File: src/rtl/ultrasonic_echo_ranger_macros.svh
// Assertion macros shared by the ultrasonic echo ranger RTL.
// No dependencies; included by files that carry concurrent assertions.
`ifndef ULTRASONIC_ECHO_RANGER_MACROS_SVH
`define ULTRASONIC_ECHO_RANGER_MACROS_SVH

// Same-cycle implication, disabled while in reset.
`define UER_ASSERT_IMP(label, clk, rstn, ante, cons, msg) \
    label: assert property (@(posedge clk) disable iff (!rstn) (ante) |-> (cons)) \
        else $error(msg);

// Next-cycle implication, disabled while in reset.
`define UER_ASSERT_NXT(label, clk, rstn, ante, cons, msg) \
    label: assert property (@(posedge clk) disable iff (!rstn) (ante) |=> (cons)) \
        else $error(msg);

`endif

File: src/rtl/uer_pkg.sv
// Shared types and constants of the ultrasonic echo ranger.
// No dependencies; used by uer_avg_pipe, ultrasonic_echo_ranger and the testbench.
package uer_pkg;

    localparam int ADDR_W = 4;
    localparam int SUM_W  = 20;
    localparam int NUM_W  = 28;   // holds sum * 160
    localparam int DIST_W = 15;
    localparam logic [DIST_W-1:0] DIST_MAX = 15'h7FFF;

    localparam logic [9:0]  TRIGGER_TICKS_RST = 10'd20;
    localparam logic [15:0] WAIT_LIMIT_RST    = 16'd30000;
    localparam logic [15:0] TIMER_PERIOD_RST  = 16'd25000;

    typedef enum logic [1:0] {
        REG_TRIGGER_TICKS = 2'd0,
        REG_WAIT_LIMIT    = 2'd1,
        REG_TIMER_PERIOD  = 2'd2
    } uer_reg_t;

    typedef struct packed {
        logic kind;
        logic echo;
    } uer_in_t;

    typedef struct packed {
        logic              trig;
        logic              busy_res;
        logic              done_res;
        logic [DIST_W-1:0] distance_q4;
    } uer_out_t;

    typedef struct packed {
        logic trig;
        logic busy;
        logic done;
    } uer_flags_t;

endpackage

File: src/rtl/ultrasonic_echo_ranger.sv
// Ultrasonic time-of-flight ranging controller, top level.
// Depends on uer_pkg, uer_avg_pipe and ultrasonic_echo_ranger_macros.svh.
//
//  channel | ports                        | payload
//  --------+------------------------------+-------------------------------
//  input   | s_valid, s_ready, s_data     | uer_in_t  (kind, echo)
//  result  | m_valid, m_ready, m_data     | uer_out_t (trig, busy_res, done_res, distance_q4)
//  config  | psel, penable, pwrite, paddr | 3 x 32-bit registers at 0, 4, 8
//
// One item per cycle while m_ready does not stall the pipeline; every item yields
// exactly one result.
// The sequencer state updates at the accept edge; the average goes through a
// reciprocal multiply, a back-multiply and a one-step correction stage.
// Reset is synchronous; no clearing pass; s_ready is low during reset. A stall
// on m_ready backs up the four-entry pipeline before s_ready drops.
`include "ultrasonic_echo_ranger_macros.svh"

module ultrasonic_echo_ranger import uer_pkg::*; #(
    parameter int SAMPLES = 5
) (
    input  logic              aclk,
    input  logic              aresetn,
    input  logic              s_valid,
    output logic              s_ready,
    input  uer_in_t           s_data,
    output logic              m_valid,
    input  logic              m_ready,
    output uer_out_t          m_data,
    input  logic              psel,
    input  logic              penable,
    input  logic              pwrite,
    input  logic [ADDR_W-1:0] paddr,
    input  logic [31:0]       pwdata,
    output logic [31:0]       prdata,
    output logic              pready
);

    typedef enum logic [1:0] {
        PH_IDLE  = 2'd0,
        PH_TRIG  = 2'd1,
        PH_WAIT  = 2'd2,
        PH_COUNT = 2'd3
    } phase_t;

    logic [9:0]       trigger_ticks_reg;
    logic [15:0]      wait_limit_reg;
    logic [15:0]      timer_period_reg;

    phase_t           phase_reg, phase_next;
    logic [3:0]       sample_index_reg, sample_index_next;
    logic [15:0]      phase_ticks_reg, phase_ticks_next;
    logic [15:0]      echo_count_reg, echo_count_next;
    logic [SUM_W-1:0] count_sum_reg, count_sum_next;

    logic             accept;
    logic             done;
    logic             end_meas;
    logic [15:0]      ticks_inc;
    logic [16:0]      count_plus;
    logic [15:0]      count_inc;
    logic [3:0]       index_inc;
    uer_flags_t       flags;
    logic [NUM_W-1:0] num;

    assign pready = 1'b1;
    assign accept = s_valid && s_ready;

    always_ff @(posedge aclk) begin
        if (!aresetn) begin
            trigger_ticks_reg <= TRIGGER_TICKS_RST;
            wait_limit_reg    <= WAIT_LIMIT_RST;
            timer_period_reg  <= TIMER_PERIOD_RST;
        end else if (psel && penable && pwrite) begin
            case (paddr[3:2])
                REG_TRIGGER_TICKS: trigger_ticks_reg <= pwdata[9:0];
                REG_WAIT_LIMIT:    wait_limit_reg    <= pwdata[15:0];
                REG_TIMER_PERIOD:  timer_period_reg  <= pwdata[15:0];
                default: ;
            endcase
        end
    end

    always_comb begin
        case (paddr[3:2])
            REG_TRIGGER_TICKS: prdata = {22'd0, trigger_ticks_reg};
            REG_WAIT_LIMIT:    prdata = {16'd0, wait_limit_reg};
            REG_TIMER_PERIOD:  prdata = {16'd0, timer_period_reg};
            default:           prdata = '0;
        endcase
    end

    assign ticks_inc  = phase_ticks_reg + 16'd1;
    assign count_plus = {1'b0, echo_count_reg} + 17'd1;
    assign count_inc  = (count_plus[16] ||
                         (timer_period_reg != 16'd0 &&
                          count_plus[15:0] >= timer_period_reg)) ? 16'd0 : count_plus[15:0];
    assign index_inc  = sample_index_reg + 4'd1;

    always_comb begin
        phase_next        = phase_reg;
        sample_index_next = sample_index_reg;
        phase_ticks_next  = phase_ticks_reg;
        echo_count_next   = echo_count_reg;
        count_sum_next    = count_sum_reg;
        end_meas          = 1'b0;
        done              = 1'b0;

        if (s_data.kind) begin
            if (phase_reg == PH_IDLE) begin
                sample_index_next = '0;
                count_sum_next    = '0;
                phase_next        = PH_TRIG;
                phase_ticks_next  = '0;
                echo_count_next   = '0;
            end
        end else begin
            case (phase_reg)
                PH_TRIG: begin
                    phase_ticks_next = ticks_inc;
                    if (ticks_inc >= {6'd0, trigger_ticks_reg}) begin
                        phase_next       = PH_WAIT;
                        phase_ticks_next = '0;
                    end
                end
                PH_WAIT: begin
                    if (s_data.echo || phase_ticks_reg >= wait_limit_reg) begin
                        phase_next       = PH_COUNT;
                        phase_ticks_next = '0;
                        echo_count_next  = '0;
                    end else begin
                        phase_ticks_next = ticks_inc;
                    end
                end
                PH_COUNT: begin
                    if (!s_data.echo) begin
                        end_meas = 1'b1;
                    end else begin
                        echo_count_next = count_inc;
                        if (phase_ticks_reg >= wait_limit_reg) begin
                            end_meas = 1'b1;
                        end else begin
                            phase_ticks_next = ticks_inc;
                        end
                    end
                end
                default: ;
            endcase
        end

        if (end_meas) begin
            count_sum_next    = count_sum_reg + SUM_W'(echo_count_next);
            sample_index_next = index_inc;
            phase_ticks_next  = '0;
            if (index_inc >= 4'(SAMPLES)) begin
                phase_next = PH_IDLE;
                done       = 1'b1;
            end else begin
                phase_next      = PH_TRIG;
                echo_count_next = '0;
            end
        end
    end

    always_ff @(posedge aclk) begin
        if (!aresetn) begin
            phase_reg        <= PH_IDLE;
            sample_index_reg <= '0;
            phase_ticks_reg  <= '0;
            echo_count_reg   <= '0;
            count_sum_reg    <= '0;
        end else if (accept) begin
            phase_reg        <= phase_next;
            sample_index_reg <= sample_index_next;
            phase_ticks_reg  <= phase_ticks_next;
            echo_count_reg   <= echo_count_next;
            count_sum_reg    <= count_sum_next;
        end
    end

    assign flags.trig = (phase_next == PH_TRIG);
    assign flags.busy = (phase_next != PH_IDLE);
    assign flags.done = done;
    assign num        = (NUM_W'(count_sum_next) << 7) + (NUM_W'(count_sum_next) << 5);

    uer_avg_pipe #(
        .SAMPLES (SAMPLES)
    ) u_avg (
        .aclk      (aclk),
        .aresetn   (aresetn),
        .in_valid  (s_valid),
        .in_ready  (s_ready),
        .in_flags  (flags),
        .in_num    (num),
        .out_valid (m_valid),
        .out_ready (m_ready),
        .out_data  (m_data)
    );

    `UER_ASSERT_NXT(a_start_enters_trig, aclk, aresetn,
        accept && s_data.kind && phase_reg == PH_IDLE, phase_reg == PH_TRIG,
        "start while idle did not enter trigger phase")
    `UER_ASSERT_IMP(a_idle_ticks_clear, aclk, aresetn,
        phase_reg == PH_IDLE, phase_ticks_reg == 16'd0,
        "phase tick counter not cleared while idle")
    `UER_ASSERT_IMP(a_done_not_busy, aclk, aresetn,
        m_valid && m_data.done_res, !m_data.busy_res && !m_data.trig,
        "done item reports busy or trigger")
    `UER_ASSERT_IMP(a_dist_only_done, aclk, aresetn,
        m_valid && !m_data.done_res, m_data.distance_q4 == '0,
        "distance nonzero on an item that is not done")

endmodule

File: src/rtl/uer_avg_pipe.sv
// Result pipeline: registers item flags and divides sum*160 by 583*SAMPLES.
// Depends on uer_pkg; instantiated by ultrasonic_echo_ranger.
module uer_avg_pipe import uer_pkg::*; #(
    parameter int SAMPLES = 5
) (
    input  logic             aclk,
    input  logic             aresetn,
    input  logic             in_valid,
    output logic             in_ready,
    input  uer_flags_t       in_flags,
    input  logic [NUM_W-1:0] in_num,
    output logic             out_valid,
    input  logic             out_ready,
    output uer_out_t         out_data
);

    localparam int      DIV     = 583 * SAMPLES;
    localparam int      DIV_W   = $clog2(DIV + 1);
    localparam int      SHIFT   = NUM_W;
    localparam longint  RECIP   = (64'd1 << SHIFT) / DIV;
    localparam int      RECIP_W = $clog2(RECIP + 1);
    localparam int      Q_W     = RECIP_W + 1;
    localparam int      PROD_W  = NUM_W + RECIP_W;
    localparam int      QD_W    = Q_W + DIV_W;

    logic             v1_reg, v2_reg, v3_reg, vo_reg;
    uer_flags_t       f1_reg, f2_reg, f3_reg;
    logic [NUM_W-1:0] n1_reg, n2_reg, n3_reg;
    logic [Q_W-1:0]   q2_reg, q3_reg;
    logic [NUM_W-1:0] qd3_reg;
    uer_out_t         out_reg;

    logic             rdy1, rdy2, rdy3, rdyo;
    logic [PROD_W-1:0] prod;
    logic [QD_W-1:0]  qd_full;
    logic [NUM_W-1:0] rem;
    logic [Q_W-1:0]   q_fin;
    logic [DIST_W-1:0] dist_sat;

    assign rdyo     = !vo_reg || out_ready;
    assign rdy3     = !v3_reg || rdyo;
    assign rdy2     = !v2_reg || rdy3;
    assign rdy1     = !v1_reg || rdy2;
    assign in_ready = rdy1 && aresetn;

    assign prod     = PROD_W'(n1_reg) * PROD_W'(RECIP);
    assign qd_full  = QD_W'(q2_reg) * QD_W'(DIV);
    assign rem      = n3_reg - qd3_reg;
    assign q_fin    = (rem >= NUM_W'(DIV)) ? q3_reg + Q_W'(1) : q3_reg;
    assign dist_sat = (q_fin > Q_W'(DIST_MAX)) ? DIST_MAX : q_fin[DIST_W-1:0];

    always_ff @(posedge aclk) begin
        if (!aresetn) begin
            v1_reg <= 1'b0;
            v2_reg <= 1'b0;
            v3_reg <= 1'b0;
            vo_reg <= 1'b0;
        end else begin
            if (rdy1) begin
                v1_reg <= in_valid;
            end
            if (rdy2) begin
                v2_reg <= v1_reg;
            end
            if (rdy3) begin
                v3_reg <= v2_reg;
            end
            if (rdyo) begin
                vo_reg <= v3_reg;
            end
        end
    end

    always_ff @(posedge aclk) begin
        if (rdy1 && in_valid) begin
            f1_reg <= in_flags;
            n1_reg <= in_num;
        end
        if (rdy2 && v1_reg) begin
            f2_reg <= f1_reg;
            n2_reg <= n1_reg;
            q2_reg <= Q_W'(prod[PROD_W-1:SHIFT]);
        end
        if (rdy3 && v2_reg) begin
            f3_reg  <= f2_reg;
            n3_reg  <= n2_reg;
            q3_reg  <= q2_reg;
            qd3_reg <= qd_full[NUM_W-1:0];
        end
        if (rdyo && v3_reg) begin
            out_reg.trig        <= f3_reg.trig;
            out_reg.busy_res    <= f3_reg.busy;
            out_reg.done_res    <= f3_reg.done;
            out_reg.distance_q4 <= f3_reg.done ? dist_sat : '0;
        end
    end

    assign out_valid = vo_reg;
    assign out_data  = out_reg;

endmodule

File: config.mk
export PLATFORM = sky130hd
export DESIGN_NAME = ultrasonic_echo_ranger
export DESIGN_NICKNAME = d
export VERILOG_FILES = /design/src/rtl/uer_pkg.sv /design/src/rtl/ultrasonic_echo_ranger.sv /design/src/rtl/uer_avg_pipe.sv
export VERILOG_INCLUDE_DIRS = /design/src /design/src/rtl
export SDC_FILE = /design/constraint.sdc
export NUM_CORES = 1
export LEC_CHECK = 0
export BUFFER_PORTS_ARGS = -buffer_cell sky130_fd_sc_hd__buf_2
export CORE_ASPECT_RATIO = 0.7
export CORE_UTILIZATION = 30
export CTS_CLUSTER_DIAMETER = 60
export DETAILED_ROUTE_END_ITERATION = 6
export SLEW_MARGIN = 20
export SYNTH_ARGS = -nofsm -noshare
export SYNTH_HDL_FRONTEND = slang
export SYNTH_SLANG_ARGS = --single-unit
File: constraint.sdc
create_clock -name aclk -period 7.06 [get_ports aclk]
set_input_delay 1.412 -clock aclk [delete_from_list [all_inputs] [get_ports aclk]]
set_output_delay 1.412 -clock aclk [all_outputs]
set_load 0.05 [all_outputs]
---- Yosys cells after proc, flatten, opt, wreduce, memory -nomap -nowiden ----
Cells that the tools add are included.
operators by class
  $add $sub $neg .......................... 7
  multiply operators ...................... 2
  magnitude comparators ................... 6
  equal/unequal tests ..................... 9
  mux-type cells .......................... 37
  reduce and logical (&&, ||, !) cells .... 31
operators with widths
  operator                                                         count
  two-way mux 16 bit                                               14
  one-hot mux 16 bit (3 select lines)                              2
  two-way mux 20 bit                                               3
  multiplier 28 x 17 -> 45 bit, second input constant              1
  >= comparator 16 bit                                             2
  one-hot mux 16 bit (2 select lines)                              1
  adder 27 x 25 -> 28 bit                                          1
  >= comparator 28 x 12 -> 1 bit, second input constant            1
  multiplier 17 x 12 -> 28 bit, second input constant              1
  subtractor 28 bit                                                1
  adder 20 x 16 -> 20 bit                                          1
  adder 17 x 1 -> 18 bit, second input constant                    1
  greater-than comparator 18 x 15 -> 1 bit, second input constant  1
  two-way mux 18 bit                                               1
  adder 16 x 1 -> 17 bit, second input constant                    1
  adder 16 x 1 -> 16 bit, second input constant                    1
  >= comparator 16 x 10 -> 1 bit                                   1
  nonzero test 16 bit                                              1
  two-way mux 15 bit                                               1
  two-way mux 4 bit                                                3
  two-way mux 2 bit                                                5
  logical AND 1 bit                                                9
  != test 4 bit, second input constant                             2
  == test 2 x 1 -> 1 bit, second input constant                    3
  other kinds (14)                                                 34
word-level totals
  register bits after elaboration ......... 277
  input bits .............................. 45
  output and inout port bits .............. 53
  logic and storage cells ................. 123

---- Longest topological paths before layout ----
Gate-level depths: netlist of the first run.
  depth in word-level cells ............... 11
  depth in mapped cells ................... 37
  gate-level depth less buffers ........... 35

---- Modules after synthesis ----
A second synthesis of the first run with hierarchy kept.
second synthesis, totals
  cell total of the unflattened synthesis .. 2,963
  area, all modules ....................... 29,034.1 µm²
modules (own cells, without submodules)
  module                  instances  cells each  area an instance (µm²)  sequential area each (µm²)
  uer_avg_pipe            1          1,841       20,591.0                5,245.0
  ultrasonic_echo_ranger  1          1,122       8,443.1                 2,001.9

---- Worst setup path after synthesis of the first run ----
OpenSTA, ideal clock, no wires.
  path type ............................... flip-flop to flip-flop
  from .................................... register echo_count_reg[2]
  to ...................................... register u_avg.n1_reg[23] (data pin)
  library setup time ...................... 0.265 ns
  data arrival time ....................... 7.194 ns
  required time ........................... 6.795 ns
  path slack .............................. -0.398 ns
  cell stages (with the launch flop) ...... 38
  path buffers ............................ 3
  clock period less this slack ............ 7.458 ns
  cell sequence ........................... dfxtp_1 and3_1 and3_1 clkbuf_1 and3_1 clkbuf_1 and3_1 xnor2_1 ha_1 a21o_1 a21o_1 a21oi_1 o21ai_0 a32oi_1 nand3_1 nor2_1 clkbuf_1 a22o_1 [2 not listed] a21o_1 a2111oi_0 nor2_1 a21oi_1 xnor2_1 nand2_1 nand2_1 ha_1 or3_1 o21ai_0 a21oi_1 a41o_1 nor4_1 o41ai_1 o21ai_0 a21oi_1 a31o_2 xor2_1
between the ends
  word-level cells in the longest chain between the ends .. 11
  elaborated cells on any way between the ends .. 13
  those cells by class .................... add/sub (3); order compare (1); mux (7); reduce/logical (2)
ends and longest elaborated chain
  element                              RTL line                       source
  from (decl)                          ultrasonic_echo_ranger.sv:52   logic [15:0] echo_count_reg, echo_count_next;
  from (signal assigned)               ultrasonic_echo_ranger.sv:175  echo_count_reg <= echo_count_next;
  adder 16 x 1 -> 17 bit               ultrasonic_echo_ranger.sv:93   assign count_plus = {1'b0, echo_count_reg} + 17'd1;
  >= comparator 16 bit                 ultrasonic_echo_ranger.sv:96   count_plus[15:0] >= timer_period_reg)) ? 16'd0 : count_plus[15:0];
  logical AND 1 bit                    ultrasonic_echo_ranger.sv:95   (timer_period_reg != 16'd0 &&
  logical OR 1 bit                     ultrasonic_echo_ranger.sv:94   assign count_inc = (count_plus[16] ||
  two-way mux 16 bit                   ultrasonic_echo_ranger.sv:96
  two-way mux 16 bit                   ultrasonic_echo_ranger.sv:135  if (!s_data.echo) begin
  one-hot mux 16 bit (2 select lines)  ultrasonic_echo_ranger.sv:117  case (phase_reg)
  two-way mux 16 bit *                 ultrasonic_echo_ranger.sv:108  if (s_data.kind) begin
  adder 20 x 16 -> 20 bit *            ultrasonic_echo_ranger.sv:151  count_sum_next = count_sum_reg + SUM_W'(echo_count_next);
  two-way mux 20 bit *                 ultrasonic_echo_ranger.sv:150  if (end_meas) begin
  via count_sum_next[7]                ultrasonic_echo_ranger.sv:53   logic [SUM_W-1:0] count_sum_reg, count_sum_next;
  adder 27 x 25 -> 28 bit *            ultrasonic_echo_ranger.sv:183  assign num = (NUM_W'(count_sum_next) << 7) + (NUM_W'(count_sum_next) << 5);
  via num[23]                          ultrasonic_echo_ranger.sv:63   logic [NUM_W-1:0] num;
  to (signal assigned)                 uer_avg_pipe.sv:77             n1_reg <= in_num;
  to (decl)                            uer_avg_pipe.sv:28             logic [NUM_W-1:0] n1_reg, n2_reg, n3_reg;
Mark *: on every way through the listed nets, which the timed path passes. The rest lies on a longest branch.
A chain may end at the register's enable or synchronous reset.

---- Final worst setup path of the first run ----
  from .................................... register echo_count_reg[0]
  to ...................................... register u_avg.n1_reg[23] (data pin)
between the ends
  word-level cells in the longest chain between the ends .. 11
  elaborated cells on any way between the ends .. 13
  those cells by class .................... add/sub (3); order compare (1); mux (7); reduce/logical (2)
ends and longest elaborated chain
  element                              RTL line
  adder 16 x 1 -> 17 bit               ultrasonic_echo_ranger.sv:93
  >= comparator 16 bit                 ultrasonic_echo_ranger.sv:96
  logical AND 1 bit                    ultrasonic_echo_ranger.sv:95
  logical OR 1 bit                     ultrasonic_echo_ranger.sv:94
  two-way mux 16 bit                   ultrasonic_echo_ranger.sv:96
  two-way mux 16 bit                   ultrasonic_echo_ranger.sv:135
  one-hot mux 16 bit (2 select lines)  ultrasonic_echo_ranger.sv:117
  two-way mux 16 bit *                 ultrasonic_echo_ranger.sv:108
  adder 20 x 16 -> 20 bit *            ultrasonic_echo_ranger.sv:151
  two-way mux 20 bit *                 ultrasonic_echo_ranger.sv:150
  adder 27 x 25 -> 28 bit *            ultrasonic_echo_ranger.sv:183
  via num[23]                          ultrasonic_echo_ranger.sv:63
Marked as above.

==> metrics.yaml, run 1 <==
floorplanning:
  fp-row-count: 88
  initial_core_util_pct: 30.6
  die_area_sq_um: 85800
  fp.dieW_um: 350
  die_h_um: 245
  core_sq_um: 83000
  num_io_pins: 98
route:
  viasPerCell: 4.72
  routed_wl_mm: 57.9
  postRouteAntennaNets: 0
  drc: 0
  initialDrtViolationCount: 1077
  vias: 17700
  firstDrtPassIters: 5
  routedWlPerCell_um: 15.4
setup_path:
  setup.worst_path.end_class: "flip-flop"
  path_class: "reg -> reg"
  reg2reg_from: "echo_count_reg[0]"
  r2r-end: "u_avg.n1_reg[23]"
  reg2reg_slack_ps: 310
  worstSetupEndpoint: "u_avg.n1_reg[23]"
  cp_num_cells: 29
  cpMostUsedCell: "ha_1"
  critPathLaunchType: "flip-flop"
  cpPeakStageDelay_ps: 460
  crit_path_start: "echo_count_reg[0]"
  required_ps: 7380
  crit_slowest_cell: "fa_1"
  critical-path-top-delay-family: "compound AO/OA/AOI/OAI gates"
  cp_data_arrival_time_ps: 7070
  worstRegToRegCells: 29
  crit_buf_inv: 1
  cp_max_fo: 5
global_route:
  grt_pass1_wl_mm: 95.1
  overflow: 0
  grt_max_degree: 74
  grtUsageMet2_pct: 20.1
  grt_use_met1_pct: 21.3
  grt_usage_pct: 13.8
  use_met3_pct: 2.02
  grt_antenna_before_repair: 1
  first_global_vias: 17500
  grt-busiest-layer: "met1"
timing:
  skew_ps: 28.7
  fmax_mhz: 148
  setup_ws_ps: 312
  layout_min_cycle_time_ps: 6750
  post-route-period-util_pct: 95.6
  slew_viol_final: 0
  hold_viol_final: 0
  setup_violations: 0
  slew_headroom_pct: 32.3
  tightest_slew_ps: 1010
synth:
  yosysUniqueCellTypes: 78
  ys_seq_area_share_pct: 26.8
  synth-main-ff-cell: "edfxtp_1"
  syn_avg_cell_area_sq_um: 10.2
  synth_top_family_by_area: "adder cells"
  synthCells: 2494
  synth-async-reset-ratio_pct: 0
  synth_compound_area_share_pct: 12.4
  synth-simple-area-share_pct: 10.3
  yosysWarnings: 0
  synth_fa_ha_area_share_pct: 38.3
  synthXorXnorAreaFrac_pct: 4.18
  ys_ff_latch: 261
  synth_edf_count: 157
  syn_area_sq_um: 25400
  synth.area.mux_share_pct: 0.720
cts:
  clk_pin_slew_ps: 70
  cts_sinks: 261
  numCtsBuffers: 28
  clk_latency_ps: 590
  clockBufferDepth: 3
  htree_levels: 1
  cts_hold_buf: 0
  root_buffer: "clkbuf_16"
  cts_tree: "built"
final_layout:
  mostFrequentLayoutCell: "inv_1"
  final_nets: 3275
  synthToLayoutAreaGrowth_pct: 12.9
  layout_common_cells: "inv_1, ha_1, fa_1"
  n_fill_cell: 8416
  diodes: 0
  largest_reg_flops: 28
  drive_gt1_share_pct: 9.04
  register_area_sq_um: 6800
  multiInputGateArea_sq_um: 17000
placement:
  place_congestion: 0.888
  dp_hpwl_mm: 46.3
  io_buffers: 62
  preCtsSetupSlack_ps: 103
run:
  maxCapViolCount: 0
worst_hold_path:
  hold_path.class: "reg -> reg"
run_status:
  status: "completed"
metal layers:
metal	wire, um	part of all wire, %	vias up
li1	-	-	8737
met1	30400	53	8595
met2	23800	41	337
met3	2610	4.5	67
met4	1020	1.8	2
met5	13	0.022	-
Yosys cell counts, types with 20 or more instances:
master / n / area share (%)
inv_1: 408 / 6.0
ha_1: 354 / 17
fa_1: 264 / 21
nand2_1: 200 / 3.0
edfxtp_1: 157 / 19
a21oi_1: 119 / 2.3
dfxtp_1: 104 / 8.2
xnor2_1: 89 / 3.1
o21ai_0: 83 / 1.6
nor2_1: 69 / 1.0
nand3_1: 62 / 1.2
a21o_1: 48 / 1.4
clkbuf_1: 43 / 0.64
a22o_1: 39 / 1.3
a21boi_0: 32 / 0.95
nor2b_1: 32 / 0.79
nor3_1: 32 / 0.63
xor2_1: 32 / 1.1
o211ai_1: 24 / 0.71
and3_1: 23 / 0.57
o21a_1: 20 / 0.59
final cells by class:
class | instances | area share, %
clock buffer | 34 | 2.78
clock inverter | 17 | 0.677
inverter | 408 | 5.34
multi-input combinational | 1772 | 59.4
sequential | 261 | 23.7
tap | 1125 | 4.91
timing repair buffer | 141 | 3.17
how the worst min path moves through the flow:
stage / startpoint / to / slack (ps) / cells past startpoint
floorplan: u_avg.f1_reg[0] / u_avg.f2_reg[0] / 400 / 0
global placement: u_avg.n2_reg[11] / u_avg.n3_reg[11] / 400 / 0
detailed placement: u_avg.f2_reg[2] / u_avg.f3_reg[2] / 400 / 0
CTS: u_avg.n2_reg[9] / u_avg.n3_reg[9] / 410 / 0
global route: u_avg.n2_reg[9] / u_avg.n3_reg[9] / 420 / 0
finish: u_avg.n2_reg[9] / u_avg.n3_reg[9] / 420 / 0
timing repair:
action,CTS,global route
endpoints found under the setup margin,0,9
setup buffers,0,14
gates resized for setup,0,44
metrics by stage:
step | utilization [%] | TNS, ps | hold slack [ps] | std cells | area, sq um
after floorplan | - | 0 | 400 | 2509 | 25500
after global placement | 33.0 | 0 | 401 | 3693 | 27400
after detailed placement | 33.0 | 0 | 405 | 3693 | 27400
after CTS | 34.2 | 0 | 415 | 3744 | 28400
after global routing | 34.5 | -128 | 416 | 3758 | 28700
final | 34.5 | 0 | 416 | 3758 | 28700
kinds of logic (layout without fill, tap and decap cells):
| group | count (synthesis) | after routing |
|---|---|---|
| AO/OA/AOI/OAI | 469 | 469 |
| XOR/XNOR | 121 | 121 |
| adder cells (fa/ha/maj) | 618 | 618 |
| buffers and inverters | 476 | 600 |
| flip-flops | 261 | 261 |
| multiplexers | 18 | 18 |
| other | 2 | 17 |
| AND/OR/NAND/NOR | 529 | 529 |
Power of run 1 is not shown: default switching activity piles up to over one toggle a cycle in this logic, so the estimate is an artifact.
==> run 2: changes to the inputs <==
--- a/config.mk
+++ b/config.mk
@@ -7,10 +7,13 @@
 export NUM_CORES = 1
 export LEC_CHECK = 0
 export BUFFER_PORTS_ARGS = -buffer_cell sky130_fd_sc_hd__buf_2
+export CELL_PAD_IN_SITES_DETAIL_PLACEMENT = 1
+export CELL_PAD_IN_SITES_GLOBAL_PLACEMENT = 1
 export CORE_ASPECT_RATIO = 0.7
 export CORE_UTILIZATION = 30
 export CTS_CLUSTER_DIAMETER = 60
 export DETAILED_ROUTE_END_ITERATION = 6
+export PLACE_DENSITY_LB_ADDON = 0.1
 export SLEW_MARGIN = 20
 export SYNTH_ARGS = -nofsm -noshare
 export SYNTH_HDL_FRONTEND = slang
==> metrics.yaml, run 2 (synthesis results as in run 1) <==
run_status:
  status: "completed"
route:
  postRouteAntennaNets: 0
  viasPerCell: 4.75
  routed_wl_mm: 70.8
  firstDrtPassIters: 5
  initialDrtViolationCount: 668
  vias: 18300
  drc: 0
  routedWlPerCell_um: 18.4
cts:
  cts_hold_buf: 0
  clk_latency_ps: 560
  numCtsBuffers: 34
  htree_levels: 2
  root_buffer: "clkbuf_16"
  clockBufferDepth: 3
  cts_sinks: 261
  clk_pin_slew_ps: 60
  cts_tree: "built"
final_layout:
  layout_common_cells: "inv_1, ha_1, fa_1"
  largest_reg_flops: 28
  final_nets: 3358
  fin_area_sq_um: 29500
  mostFrequentLayoutCell: "inv_1"
  synthToLayoutAreaGrowth_pct: 16.4
  final_util_pct: 35.6
  drive_gt1_share_pct: 12.8
  diodes: 0
floorplanning:
  core_sq_um: 83000
  fp.dieW_um: 350
  die_area_sq_um: 85800
  num_io_pins: 98
  die_h_um: 245
  initial_core_util_pct: 30.6
  fp-row-count: 88
setup_path:
  path_class: "reg -> reg"
  setup.worst_path.end_class: "flip-flop"
  cpMostUsedCell: "a21o_1"
  required_ps: 7330
  cpPeakStageDelay_ps: 440
  crit_slowest_cell: "a2111oi_4"
  critPathLaunchType: "flip-flop"
  cp_max_fo: 6
  cp_data_arrival_time_ps: 7200
timing:
  slew_headroom_pct: 31.3
  fmax_mhz: 144
  skew_ps: 27.5
  finalSetupTns_ps: 0
  rsz0062_at_grt: "true"
  post-route-period-util_pct: 98.1
  slew_viol_final: 0
  hold_viol_final: 0
  setup_ws_ps: 137
  layout_min_cycle_time_ps: 6920
  setup_violations: 0
  tightest_slew_ps: 1030
placement:
  place_area_sq_um: 27900
  io_buffers: 62
  preCtsSetupSlack_ps: -341
  dp_hpwl_mm: 59.2
  place_congestion: 0.814
global_route:
  first_global_vias: 20400
  overflow: 0
  grt_antenna_before_repair: 0
  grt_pass1_wl_mm: 113
  grt_usage_pct: 16.9
  grt_max_degree: 71
worst_hold_path:
  hold_path.class: "reg -> reg"
run:
  maxCapViolCount: 0
run 2: final timing paths:
path                                   startpoint                to  slack (ps)  cells after the start
worst min-delay path              u_avg.f2_reg[2]   u_avg.f3_reg[2]         420                      0
worst max-delay path            echo_count_reg[0]  u_avg.n1_reg[23]         140                     31
worst min register to register    u_avg.f2_reg[2]   u_avg.f3_reg[2]         420                      0
worst max register to register  echo_count_reg[0]  u_avg.n1_reg[23]         140                     31
run 2: cell type report:
type	count	area, sq um
Fill cell	9430	53500
Sequential cell	261	6800
Clock inverter	20	256
Inverter	408	1530
Clock buffer	42	891
Tap cell	1125	1410
Timing Repair Buffer	218	1500
Multi-Input combinational cell	1772	17200
run 2: what timing repair did:
action                                  4_1_cts  5_1_grt
setup buffers                                 6       16
pin swaps                                    14       46
resized for setup                            17       54
endpoints found under the setup margin        7       12
run 2: through the flow:
stage               std cells  hold slack (ps)
floorplan                2509              400
global placement         3762              408
detailed placement       3762              406
CTS                      3830              420
global route             3846              425
finish                   3846              417
run 2: critical path, delay by kind of cell (launching register included):
| family | cells | cell delay, ps |
|---|---|---|
| AO/OA/AOI/OAI | 15 | 3410 |
| AND/OR/NAND/NOR | 9 | 1450 |
| adder cells (fa/ha/maj) | 3 | 880 |
| XOR/XNOR | 3 | 370 |
| flip-flops | 1 | 360 |
| buffers and inverters | 1 | 140 |
run 2: routing by layer:
| metal | GRT usage [%] | vias up | wire [um] |
|---|---|---|---|
| met5 | 0 | - | 0 |
| met4 | 3.48 | 0 | 1280 |
| met3 | 2.54 | 67 | 2010 |
| met2 | 26.2 | 151 | 30600 |
| met1 | 24.7 | 9170 | 36900 |
| li1 | - | 8892 | - |
Power of run 2 is left out for the same reason.
